## config.mk

```make
export PLATFORM = sky130hd
export DESIGN_NAME = ordered_list_engine_unit
export DESIGN_NICKNAME = d
export VERILOG_FILES = /design/src/hw/rtl/ole_pkg.sv /design/src/hw/rtl/ole_dp.sv /design/src/hw/rtl/ole_ctrl.sv /design/src/hw/rtl/ordered_list_engine_unit.sv
export VERILOG_INCLUDE_DIRS = /design/src /design/src/hw/rtl
export SDC_FILE = /design/constraint.sdc
export NUM_CORES = 1
export LEC_CHECK = 0
export ABC_CLOCK_PERIOD_IN_PS = 5200
export BUFFER_PORTS_ARGS = -buffer_cell sky130_fd_sc_hd__buf_2
export CAP_MARGIN = 40
export CORE_ASPECT_RATIO = 0.7
export CORE_MARGIN = 5
export CORE_UTILIZATION = 60
export DETAILED_ROUTE_END_ITERATION = 8
export GPL_ROUTABILITY_DRIVEN = 0
export HOLD_SLACK_MARGIN = 0.06
export PLACE_DENSITY = 0.78
export SETUP_SLACK_MARGIN = 0.05
export SLEW_MARGIN = 20
export SYNTH_ARGS = -nofsm -noshare
export SYNTH_HDL_FRONTEND = slang
export SYNTH_SLANG_ARGS = --single-unit
```

## constraint.sdc

```tcl
create_clock -name i_clk -period 5.2 [get_ports i_clk]
set_input_delay 1.04 -clock i_clk [delete_from_list [all_inputs] [get_ports i_clk]]
set_output_delay 1.04 -clock i_clk [all_outputs]
set_load 0.1 [all_outputs]
```

## src/hw/rtl/assert_macros.svh

```systemverilog
// Assertion macros shared by the ordered list engine RTL.
// Included by every module that carries concurrent assertions.
`ifndef ASSERT_MACROS_SVH
`define ASSERT_MACROS_SVH

// Same-cycle implication, disabled while reset is asserted.
`define OLE_ASSERT_NOW(label, clk, rst_n, ante, cons) \
    label: assert property (@(posedge clk) disable iff (!rst_n) (ante) |-> (cons)) \
        else $error("ordered list engine: assertion failed");

// Next-cycle implication, disabled while reset is asserted.
`define OLE_ASSERT_NEXT(label, clk, rst_n, ante, cons) \
    label: assert property (@(posedge clk) disable iff (!rst_n) (ante) |=> (cons)) \
        else $error("ordered list engine: assertion failed");

`endif

```

## src/hw/rtl/ole_pkg.sv

```systemverilog
// Package for the ordered list engine: sizes, operation and status codes,
// payload structs and the controller/datapath command and status structs.
// No dependencies.
package ole_pkg;

    // Sizes
    localparam int OLE_DEPTH = 16;
    localparam int OLE_AW    = $clog2(OLE_DEPTH);
    localparam int OLE_CW    = 5;
    localparam int OLE_DW    = 32;

    // Operation codes
    localparam logic [2:0] OP_PUSH_FRONT = 3'd0;
    localparam logic [2:0] OP_PUSH_BACK  = 3'd1;
    localparam logic [2:0] OP_INSERT     = 3'd2;
    localparam logic [2:0] OP_POP_FRONT  = 3'd3;
    localparam logic [2:0] OP_POP_BACK   = 3'd4;
    localparam logic [2:0] OP_DELETE     = 3'd5;
    localparam logic [2:0] OP_DUMP       = 3'd6;

    // Result status codes
    localparam logic [1:0] ST_OK       = 2'd0;
    localparam logic [1:0] ST_EMPTY    = 2'd1;
    localparam logic [1:0] ST_NOTFOUND = 2'd2;
    localparam logic [1:0] ST_FULL     = 2'd3;

    // Walk index selects
    localparam logic [2:0] IDX_HOLD    = 3'd0;
    localparam logic [2:0] IDX_ZERO    = 3'd1;
    localparam logic [2:0] IDX_ONE     = 3'd2;
    localparam logic [2:0] IDX_INC     = 3'd3;
    localparam logic [2:0] IDX_DEC     = 3'd4;
    localparam logic [2:0] IDX_LAST    = 3'd5;
    localparam logic [2:0] IDX_PIDX_P1 = 3'd6;

    // Insert/remove position selects
    localparam logic [2:0] POS_HOLD    = 3'd0;
    localparam logic [2:0] POS_ZERO    = 3'd1;
    localparam logic [2:0] POS_LEN     = 3'd2;
    localparam logic [2:0] POS_PIDX    = 3'd3;
    localparam logic [2:0] POS_PIDX_P1 = 3'd4;

    // Memory write selects
    localparam logic [1:0] WR_UP   = 2'd0;
    localparam logic [1:0] WR_DOWN = 2'd1;
    localparam logic [1:0] WR_VAL  = 2'd2;

    typedef struct packed {
        logic [2:0]               operation;
        logic signed [OLE_DW-1:0] value;
        logic signed [OLE_DW-1:0] target;
    } t_ole_in;

    typedef struct packed {
        logic [1:0]               status;
        logic signed [OLE_DW-1:0] element;
        logic [OLE_CW-1:0]        count;
        logic                     last;
    } t_ole_out;

    typedef struct packed {
        logic       capture;
        logic       rd;
        logic [2:0] idx_sel;
        logic [2:0] pos_sel;
        logic       wr_en;
        logic [1:0] wr_sel;
        logic       len_inc;
        logic       len_dec;
        logic       emit;
        logic [1:0] emit_status;
        logic       emit_elem;
        logic       emit_last;
    } t_ole_cmd;

    typedef struct packed {
        logic [2:0] op;
        logic       len_zero;
        logic       len_one;
        logic       len_full;
        logic       idx_eq_pos;
        logic       idx_eq_last;
        logic       pvld;
        logic       match;
        logic       pidx_eq_pos;
        logic       pidx_eq_last;
    } t_ole_stat;

endpackage

```

## src/hw/rtl/ole_dp.sv

```systemverilog
// Datapath of the ordered list engine: entry memory, length, walk index,
// operand capture, search compare and result register. Uses ole_pkg.
`include "assert_macros.svh"

module ole_dp (
    input  logic              i_clk,
    input  logic              i_rst_n,
    input  ole_pkg::t_ole_in  i_item,
    input  ole_pkg::t_ole_cmd i_cmd,
    output ole_pkg::t_ole_stat o_stat,
    output ole_pkg::t_ole_out o_result,
    output logic              o_strobe
);
    import ole_pkg::*;

    logic [OLE_DW-1:0] r_mem [OLE_DEPTH];
    logic [OLE_DW-1:0] r_rd_data;
    logic [2:0]        r_op;
    logic [OLE_DW-1:0] r_value;
    logic [OLE_DW-1:0] r_target;
    logic [OLE_CW-1:0] r_len;
    logic [OLE_CW-1:0] n_len;
    logic [OLE_CW-1:0] r_idx;
    logic [OLE_CW-1:0] n_idx;
    logic [OLE_CW-1:0] r_pos;
    logic [OLE_CW-1:0] n_pos;
    logic [OLE_CW-1:0] r_pidx;
    logic              r_pvld;
    t_ole_out          r_res;
    logic              r_res_vld;

    logic [OLE_CW-1:0] len_m1;
    logic [OLE_CW-1:0] pidx_p1;
    logic [OLE_CW-1:0] pidx_m1;
    logic [OLE_AW-1:0] wr_addr;
    logic [OLE_DW-1:0] wr_data;
    logic [OLE_DW-1:0] key;

    assign len_m1  = r_len - OLE_CW'(1);
    assign pidx_p1 = r_pidx + OLE_CW'(1);
    assign pidx_m1 = r_pidx - OLE_CW'(1);
    assign key     = (r_op == OP_INSERT) ? r_target : r_value;

    // Capture the operands of an accepted item
    always_ff @(posedge i_clk) begin
        if (i_cmd.capture) begin
            r_op     <= i_item.operation;
            r_value  <= i_item.value;
            r_target <= i_item.target;
        end
    end

    // Select the write port address and data
    always_comb begin
        unique case (i_cmd.wr_sel)
            WR_UP: begin
                wr_addr = pidx_p1[OLE_AW-1:0];
                wr_data = r_rd_data;
            end
            WR_DOWN: begin
                wr_addr = pidx_m1[OLE_AW-1:0];
                wr_data = r_rd_data;
            end
            WR_VAL: begin
                wr_addr = r_pos[OLE_AW-1:0];
                wr_data = r_value;
            end
            default: begin
                wr_addr = r_pos[OLE_AW-1:0];
                wr_data = r_value;
            end
        endcase
    end

    // Entry memory: one write and one registered read per cycle
    always_ff @(posedge i_clk) begin
        if (i_cmd.wr_en) begin
            r_mem[wr_addr] <= wr_data;
        end
        r_rd_data <= r_mem[r_idx[OLE_AW-1:0]];
    end

    // Next walk index
    always_comb begin
        unique case (i_cmd.idx_sel)
            IDX_HOLD:    n_idx = r_idx;
            IDX_ZERO:    n_idx = '0;
            IDX_ONE:     n_idx = OLE_CW'(1);
            IDX_INC:     n_idx = r_idx + OLE_CW'(1);
            IDX_DEC:     n_idx = r_idx - OLE_CW'(1);
            IDX_LAST:    n_idx = len_m1;
            IDX_PIDX_P1: n_idx = pidx_p1;
            default:     n_idx = r_idx;
        endcase
    end

    // Next insert/remove position
    always_comb begin
        unique case (i_cmd.pos_sel)
            POS_HOLD:    n_pos = r_pos;
            POS_ZERO:    n_pos = '0;
            POS_LEN:     n_pos = r_len;
            POS_PIDX:    n_pos = r_pidx;
            POS_PIDX_P1: n_pos = pidx_p1;
            default:     n_pos = r_pos;
        endcase
    end

    // Next length
    always_comb begin
        n_len = r_len;
        if (i_cmd.len_inc) begin
            n_len = r_len + OLE_CW'(1);
        end else if (i_cmd.len_dec) begin
            n_len = len_m1;
        end
    end

    // Walk registers; the read tag is the index delayed by one register
    always_ff @(posedge i_clk) begin
        r_idx  <= n_idx;
        r_pos  <= n_pos;
        r_pidx <= r_idx;
    end

    always_ff @(posedge i_clk) begin
        if (!i_rst_n) begin
            r_len     <= '0;
            r_pvld    <= 1'b0;
            r_res_vld <= 1'b0;
        end else begin
            r_len     <= n_len;
            r_pvld    <= i_cmd.rd;
            r_res_vld <= i_cmd.emit;
        end
    end

    // Load the result register on each emit
    always_ff @(posedge i_clk) begin
        if (i_cmd.emit) begin
            r_res.status  <= i_cmd.emit_status;
            r_res.element <= i_cmd.emit_elem ? r_rd_data : '0;
            r_res.count   <= r_len;
            r_res.last    <= i_cmd.emit_last;
        end
    end

    // Status toward the controller
    always_comb begin
        o_stat.op           = r_op;
        o_stat.len_zero     = (r_len == '0);
        o_stat.len_one      = (r_len == OLE_CW'(1));
        o_stat.len_full     = (r_len == OLE_CW'(OLE_DEPTH));
        o_stat.idx_eq_pos   = (r_idx == r_pos);
        o_stat.idx_eq_last  = (r_idx == len_m1);
        o_stat.pvld         = r_pvld;
        o_stat.match        = (r_rd_data == key);
        o_stat.pidx_eq_pos  = (r_pidx == r_pos);
        o_stat.pidx_eq_last = (r_pidx == len_m1);
    end

    assign o_result = r_res;
    assign o_strobe = r_res_vld;

    `OLE_ASSERT_NOW(a_len_bound, i_clk, i_rst_n, 1'b1, r_len <= OLE_CW'(OLE_DEPTH))
    `OLE_ASSERT_NOW(a_inc_not_full, i_clk, i_rst_n, i_cmd.len_inc, r_len < OLE_CW'(OLE_DEPTH))
    `OLE_ASSERT_NEXT(a_dec_takes, i_clk, i_rst_n, i_cmd.len_dec && (r_len != '0), r_len == $past(len_m1))

endmodule

```

## src/hw/rtl/ole_ctrl.sv

```systemverilog
// Controller of the ordered list engine: decodes each operation and
// sequences search, shift and dump walks over the datapath. Uses ole_pkg.
`include "assert_macros.svh"

module ole_ctrl (
    input  logic               i_clk,
    input  logic               i_rst_n,
    input  logic               start,
    output logic               busy,
    input  ole_pkg::t_ole_stat i_stat,
    output ole_pkg::t_ole_cmd  o_cmd
);
    import ole_pkg::*;

    localparam logic [2:0] S_IDLE   = 3'd0;
    localparam logic [2:0] S_DECODE = 3'd1;
    localparam logic [2:0] S_SRCH   = 3'd2;
    localparam logic [2:0] S_SHUP   = 3'd3;
    localparam logic [2:0] S_SHDN   = 3'd4;
    localparam logic [2:0] S_WRVAL  = 3'd5;
    localparam logic [2:0] S_DUMP   = 3'd6;
    localparam logic [2:0] S_RESP   = 3'd7;

    logic [2:0] r_state;
    logic [2:0] n_state;
    logic       r_issue;
    logic       n_issue;
    logic [1:0] r_status;
    logic [1:0] n_status;
    t_ole_cmd   cmd;

    // Next state and datapath commands
    always_comb begin
        n_state  = r_state;
        n_issue  = r_issue;
        n_status = r_status;
        cmd      = '0;
        cmd.idx_sel = IDX_HOLD;
        cmd.pos_sel = POS_HOLD;
        cmd.wr_sel  = WR_VAL;
        unique case (r_state)
            S_IDLE: begin
                if (start) begin
                    cmd.capture = 1'b1;
                    n_state     = S_DECODE;
                end
            end
            S_DECODE: begin
                n_status = ST_OK;
                n_state  = S_RESP;
                unique case (i_stat.op)
                    OP_PUSH_FRONT: begin
                        if (i_stat.len_full) begin
                            n_status = ST_FULL;
                        end else begin
                            cmd.pos_sel = POS_ZERO;
                            if (i_stat.len_zero) begin
                                n_state = S_WRVAL;
                            end else begin
                                cmd.idx_sel = IDX_LAST;
                                n_issue     = 1'b1;
                                n_state     = S_SHUP;
                            end
                        end
                    end
                    OP_PUSH_BACK: begin
                        if (i_stat.len_full) begin
                            n_status = ST_FULL;
                        end else begin
                            cmd.pos_sel = POS_LEN;
                            n_state     = S_WRVAL;
                        end
                    end
                    OP_INSERT: begin
                        if (i_stat.len_zero) begin
                            n_status = ST_EMPTY;
                        end else if (i_stat.len_full) begin
                            n_status = ST_FULL;
                        end else begin
                            cmd.idx_sel = IDX_ZERO;
                            n_issue     = 1'b1;
                            n_state     = S_SRCH;
                        end
                    end
                    OP_POP_FRONT: begin
                        if (i_stat.len_zero) begin
                            n_status = ST_EMPTY;
                        end else if (i_stat.len_one) begin
                            cmd.len_dec = 1'b1;
                        end else begin
                            cmd.pos_sel = POS_ZERO;
                            cmd.idx_sel = IDX_ONE;
                            n_issue     = 1'b1;
                            n_state     = S_SHDN;
                        end
                    end
                    OP_POP_BACK: begin
                        if (i_stat.len_zero) begin
                            n_status = ST_EMPTY;
                        end else begin
                            cmd.len_dec = 1'b1;
                        end
                    end
                    OP_DELETE: begin
                        if (i_stat.len_zero) begin
                            n_status = ST_EMPTY;
                        end else begin
                            cmd.idx_sel = IDX_ZERO;
                            n_issue     = 1'b1;
                            n_state     = S_SRCH;
                        end
                    end
                    OP_DUMP: begin
                        if (i_stat.len_zero) begin
                            n_status = ST_EMPTY;
                        end else begin
                            cmd.idx_sel = IDX_ZERO;
                            n_issue     = 1'b1;
                            n_state     = S_DUMP;
                        end
                    end
                    default: begin
                        n_status = ST_OK;
                    end
                endcase
            end
            S_SRCH: begin
                // Compare returning entries; stop issuing on the way out
                if (i_stat.pvld && i_stat.match) begin
                    if (i_stat.op == OP_INSERT) begin
                        cmd.pos_sel = POS_PIDX_P1;
                        if (i_stat.pidx_eq_last) begin
                            n_state = S_WRVAL;
                        end else begin
                            cmd.idx_sel = IDX_LAST;
                            n_issue     = 1'b1;
                            n_state     = S_SHUP;
                        end
                    end else if (i_stat.pidx_eq_last) begin
                        cmd.len_dec = 1'b1;
                        n_status    = ST_OK;
                        n_state     = S_RESP;
                    end else begin
                        cmd.pos_sel = POS_PIDX;
                        cmd.idx_sel = IDX_PIDX_P1;
                        n_issue     = 1'b1;
                        n_state     = S_SHDN;
                    end
                end else if (i_stat.pvld && i_stat.pidx_eq_last) begin
                    n_status = ST_NOTFOUND;
                    n_state  = S_RESP;
                end else if (r_issue) begin
                    cmd.rd      = 1'b1;
                    cmd.idx_sel = IDX_INC;
                    if (i_stat.idx_eq_last) begin
                        n_issue = 1'b0;
                    end
                end
            end
            S_SHUP: begin
                // Read entry i, write it to i+1, from the back down to pos
                if (r_issue) begin
                    cmd.rd      = 1'b1;
                    cmd.idx_sel = IDX_DEC;
                    if (i_stat.idx_eq_pos) begin
                        n_issue = 1'b0;
                    end
                end
                if (i_stat.pvld) begin
                    cmd.wr_en  = 1'b1;
                    cmd.wr_sel = WR_UP;
                    if (i_stat.pidx_eq_pos) begin
                        n_state = S_WRVAL;
                    end
                end
            end
            S_SHDN: begin
                // Read entry i, write it to i-1, from pos+1 up to the back
                if (r_issue) begin
                    cmd.rd      = 1'b1;
                    cmd.idx_sel = IDX_INC;
                    if (i_stat.idx_eq_last) begin
                        n_issue = 1'b0;
                    end
                end
                if (i_stat.pvld) begin
                    cmd.wr_en  = 1'b1;
                    cmd.wr_sel = WR_DOWN;
                    if (i_stat.pidx_eq_last) begin
                        cmd.len_dec = 1'b1;
                        n_status    = ST_OK;
                        n_state     = S_RESP;
                    end
                end
            end
            S_WRVAL: begin
                cmd.wr_en   = 1'b1;
                cmd.wr_sel  = WR_VAL;
                cmd.len_inc = 1'b1;
                n_status    = ST_OK;
                n_state     = S_RESP;
            end
            S_DUMP: begin
                if (r_issue) begin
                    cmd.rd      = 1'b1;
                    cmd.idx_sel = IDX_INC;
                    if (i_stat.idx_eq_last) begin
                        n_issue = 1'b0;
                    end
                end
                if (i_stat.pvld) begin
                    cmd.emit        = 1'b1;
                    cmd.emit_status = ST_OK;
                    cmd.emit_elem   = 1'b1;
                    cmd.emit_last   = i_stat.pidx_eq_last;
                    if (i_stat.pidx_eq_last) begin
                        n_state = S_IDLE;
                    end
                end
            end
            S_RESP: begin
                cmd.emit        = 1'b1;
                cmd.emit_status = r_status;
                cmd.emit_last   = 1'b1;
                n_state         = S_IDLE;
            end
            default: begin
                n_state = S_IDLE;
            end
        endcase
    end

    always_ff @(posedge i_clk) begin
        if (!i_rst_n) begin
            r_state  <= S_IDLE;
            r_issue  <= 1'b0;
            r_status <= ST_OK;
        end else begin
            r_state  <= n_state;
            r_issue  <= n_issue;
            r_status <= n_status;
        end
    end

    assign busy  = (r_state != S_IDLE);
    assign o_cmd = cmd;

    `OLE_ASSERT_NOW(a_emit_state, i_clk, i_rst_n, cmd.emit, (r_state == S_RESP) || (r_state == S_DUMP))
    `OLE_ASSERT_NOW(a_no_wr_on_scan, i_clk, i_rst_n, cmd.wr_en, (r_state != S_SRCH) && (r_state != S_DUMP))
    `OLE_ASSERT_NEXT(a_accept_decode, i_clk, i_rst_n, start && !busy, r_state == S_DECODE)

endmodule

```

## src/hw/rtl/ordered_list_engine_unit.sv

```systemverilog
// Ordered list engine: bounded list of 16 signed 32-bit values in one entry memory.
// Search and shift walk the memory one entry per cycle through its single read port,
// so an item is not accepted before its walk is done; a dump strobes one element per cycle.
// busy drops in the cycle the last result is strobed; results cannot be stalled.
// Synchronous active-low reset empties the list; entry contents are not cleared.
module ordered_list_engine_unit (
    input  logic              i_clk,
    input  logic              i_rst_n,
    input  logic              start,
    output logic              busy,
    input  ole_pkg::t_ole_in  i_item,
    output ole_pkg::t_ole_out o_result,
    output logic              o_strobe
);
    import ole_pkg::*;

    t_ole_cmd  cmd;
    t_ole_stat stat;

    // Sequencer
    ole_ctrl u_ctrl (
        .i_clk   (i_clk),
        .i_rst_n (i_rst_n),
        .start   (start),
        .busy    (busy),
        .i_stat  (stat),
        .o_cmd   (cmd)
    );

    // Storage and compare
    ole_dp u_dp (
        .i_clk    (i_clk),
        .i_rst_n  (i_rst_n),
        .i_item   (i_item),
        .i_cmd    (cmd),
        .o_stat   (stat),
        .o_result (o_result),
        .o_strobe (o_strobe)
    );

endmodule
```

==> impl_results.md <==
* Worst-Skew Late Latency at ~0.6 ns
* Crit end category: flip-flop
* MaxCap Viol Count at 0
* Simple-gate portion of the synthesized area at 0.05415
* Routed WL at around 68000 µm
* Initial core utilization at 0.6053
* Largest family of logic cells by synthesized area: multiplexers
* Top_reg_cell synth: edfxtp_1
* # fillers at 2778
* Fin worst setup slack at ~0.34 ns
* Fmax at 205.8 MHz
* Area leader, netlist: edfxtp_1
* Root Driver: clkbuf_16
* CP max FO at 23
* Syn Inst Count at roughly 1500
* Max Buffers Root-to-Sink at 3
* Slew margin rel. at 0.4156
* Clock sink count at 679
* Synth Net Count at roughly 1600
* Inst Count DP at about 2200
* Setup Viol. Count Final at 0
* Core ar. at approximately 45000 µm²
* Number of flops mapped to enable cells by yosys at around 630
* Hold_buf cts at 0
* GR Overflow Total at 0
* CTS buffer count at between 50 and 60
* Syn_area_per_cell at about 18 µm²
* Num rows at 65
* Pin count of the biggest net entering global routing at 133
* Layout cell share with drive strength beyond 1 at 0.2654
* Compound-Gate Fraction of Synth Area at 0.03638
* Unrepaired setup endpoints after global routing: no
* Seq/Total Area, Yosys at 0.7320
* Netlist cell types at 74
* Initial antenna violation count at 1
* Min-Delay Path Class: reg -> reg
* CP Class: reg -> reg
* Die Y at 188.1 µm
* Pre-CTS setup slack at -0.05374 ns
* Layout area overhead at 13.48%
* Commonest cells in the netlist: edfxtp_1 (629), mux4_2 (160), nand2_1 (114), nor2_1 (62), clkbuf_1 (53)
* Final instance count without filler cells at approximately 2300
* Status: finished clean
* I/O pin total at between 100 and 150
* Worst Path Arrival at about 5.2 ns
* Setup Skew at 0.01967 ns
* DRT iter0 DRCs at 2439
* # H-tree levels at 2
* Pwr/cell area at ~470 nW/µm²
* Adder-cell share of the synthesized area at 0.005802
* Min Tclk post-route at just under 5 ns
* DR WL/cell at 29.73 µm
* TritonCTS clock tree: built
* Mux contribution to synthesized area at 0.1380
* Top-count cell post-synth: edfxtp_1
* Async SR Flop Fraction at 0
* Hold Fails Final Rpt at 0
* DP HPWL at between 40000 and 50000 µm
* Global-route wire length before repair at roughly 100000 µm
* Reg clk slew, reported paths at 0.08 ns
* Synth top area cells: edfxtp_1 (70%), mux4_2 (13%), dfxtp_1 (3.7%)
* Cell Area, Synth at between 20000 and 30000 µm²
* Layout net count at 1719
* Routed vias at about 15000
* GRT Util Overall at 0.2729
* Final ANT Viol Nets at 0
* Synth top area share at 0.6951
* Drt via density at 6.634
* Total power at 14.35 mW
* Leak pwr at 10.09 nW
* PortBufs at ~110
* Max VDD drop at a little under 300 µV
* Final hold slack at between 0.4 and 0.5 ns
* XOR/XNOR Fraction of Synth Area at 0.01773
* WP data required at 5.54 ns
* DRT Pass-1 Iters at 9
* Vias in the first global route at roughly 15000
* Final max-slew violation count at 0
* Post-route DRC at 0
* Startpoint types: flip-flop
* Seq cells post-synth at between 600 and 700
* Die Wd at between 200 and 300 µm
* Syn. warnings at 0
* Worst Max-Slew Pin Slew at 0.8766 ns
* Fin crit share at 0.9346
* Die ar. at 49710 µm²
* Sum of negative setup slack at 0 ns
## final cells by class
class | instances | area (µm²) | share of cell area
timing repair buffer | 169 | 1201 | 0.03895
clock inverter | 34 | 287.8 | 0.009333
inverter | 37 | 143.9 | 0.004666
antenna | 1 | 2.502 | 0.00008116
sequential | 679 | 19890 | 0.6450
multi-input combinational | 692 | 7008 | 0.2273
tap | 603 | 754.5 | 0.02447
clock buffer | 73 | 1548 | 0.05019
## where the power goes
group / internal [mW] / switching (mW) / leakage (nW) / total [mW]
combinational: 1.20 / 1.86 / 3.15 / 3.06
sequential: 6.61 / 0.501 / 6.04 / 7.11
clock: 2.27 / 1.90 / 0.891 / 4.17
total: 10.1 / 4.26 / 10.1 / 14.3
## final timing paths
path | cells past startpoint | start | slack, ns | to
min reg2reg | 2 | u_ctrl.r_status[1] | 0.49 | u_ctrl.r_status[1]
min | 2 | u_ctrl.r_status[1] | 0.49 | u_ctrl.r_status[1]
max reg2reg | 18 | u_dp.r_op[2] | 0.34 | u_dp.r_idx[3]
max | 18 | u_dp.r_op[2] | 0.34 | u_dp.r_idx[3]
## metrics by stage
stage | util | instance area, µm²
detailed placement | 0.6449 | 28950
CTS | 0.6859 | 30790
global placement | 0.6432 | 28880
finish | 0.6868 | 30830
floorplan | - | 27170
global route | 0.6868 | 30830
## worst max-delay path: stages, from the launching register on
cell	delay, ns
edfxtp_1	0.39
or3b_1	0.57
clkinv_4	0.27
mux2i_1	0.26
xnor2_1	0.13
a2111oi_2	0.43
nand3_1	0.26
nor3_2	0.26
a22oi_1	0.15
buf_4	0.19
nor3_2	0.34
buf_4	0.19
ha_1	0.23
a21o_1	0.16
a21oi_1	0.17
xnor2_1	0.11
nand2_1	0.07
o21ai_0	0.08
a221o_1	0.31
## flip-flops by register name (all words and copies together) (netlist names)
signal / flops
u_ctrl.r_issue: 1
u_ctrl.r_state: 3
u_ctrl.r_status: 2
u_dp.o_result: 40
u_dp.o_strobe: 1
u_dp.r_idx: 5
u_dp.r_len: 5
u_dp.r_mem: 512
u_dp.r_op: 3
u_dp.r_pidx: 5
u_dp.r_pos: 5
u_dp.r_pvld: 1
u_dp.r_rd_data: 32
u_dp.r_target: 32
u_dp.r_value: 32
## cell usage in the layout (no fill, tap or decap), drive strengths merged, types with 4 or more instances in the layout
cell type    n
edfxtp     629
buf        169
mux4       160
nand2      114
clkbuf      73
nor2        62
dfxtp       50
o21ai       40
inv         38
and2        36
xnor2       28
a21oi       28
xor2        27
clkinv      26
nor3        23
nand3       14
mux2i       12
ha          11
nand2b      10
o22ai        9
a22oi        8
nor2b        8
nand4        8
a221oi       6
a222oi       6
or3          6
nor4         5
a31oi        5
a221o        5
a2111oi      5
a211oi       5
o21a         4
and3         4
clkinvlp     4
## cells by family after synthesis
logic type      Yosys count
flops                   679
xor+xnor                 55
compound gates          147
mux                     174
buf+inv                 108
fa+ha+maj                12
simple gates            304
## timing repair
item,4_1_cts,5_1_grt
buffers inserted,0,2
gates resized for setup,1,2
setup endpoints to repair,2,3
pin swaps,0,1
## routing by layer
metal  up-vias  global-route usage  wire, µm
met5         -                   0         0
met4         0             0.07997      2413
met3       182             0.07712      9230
met2      1129              0.4091     30820
met1      7648              0.4021     25550
li1       6219                   -         -
(Power assumes the default switching activity.)
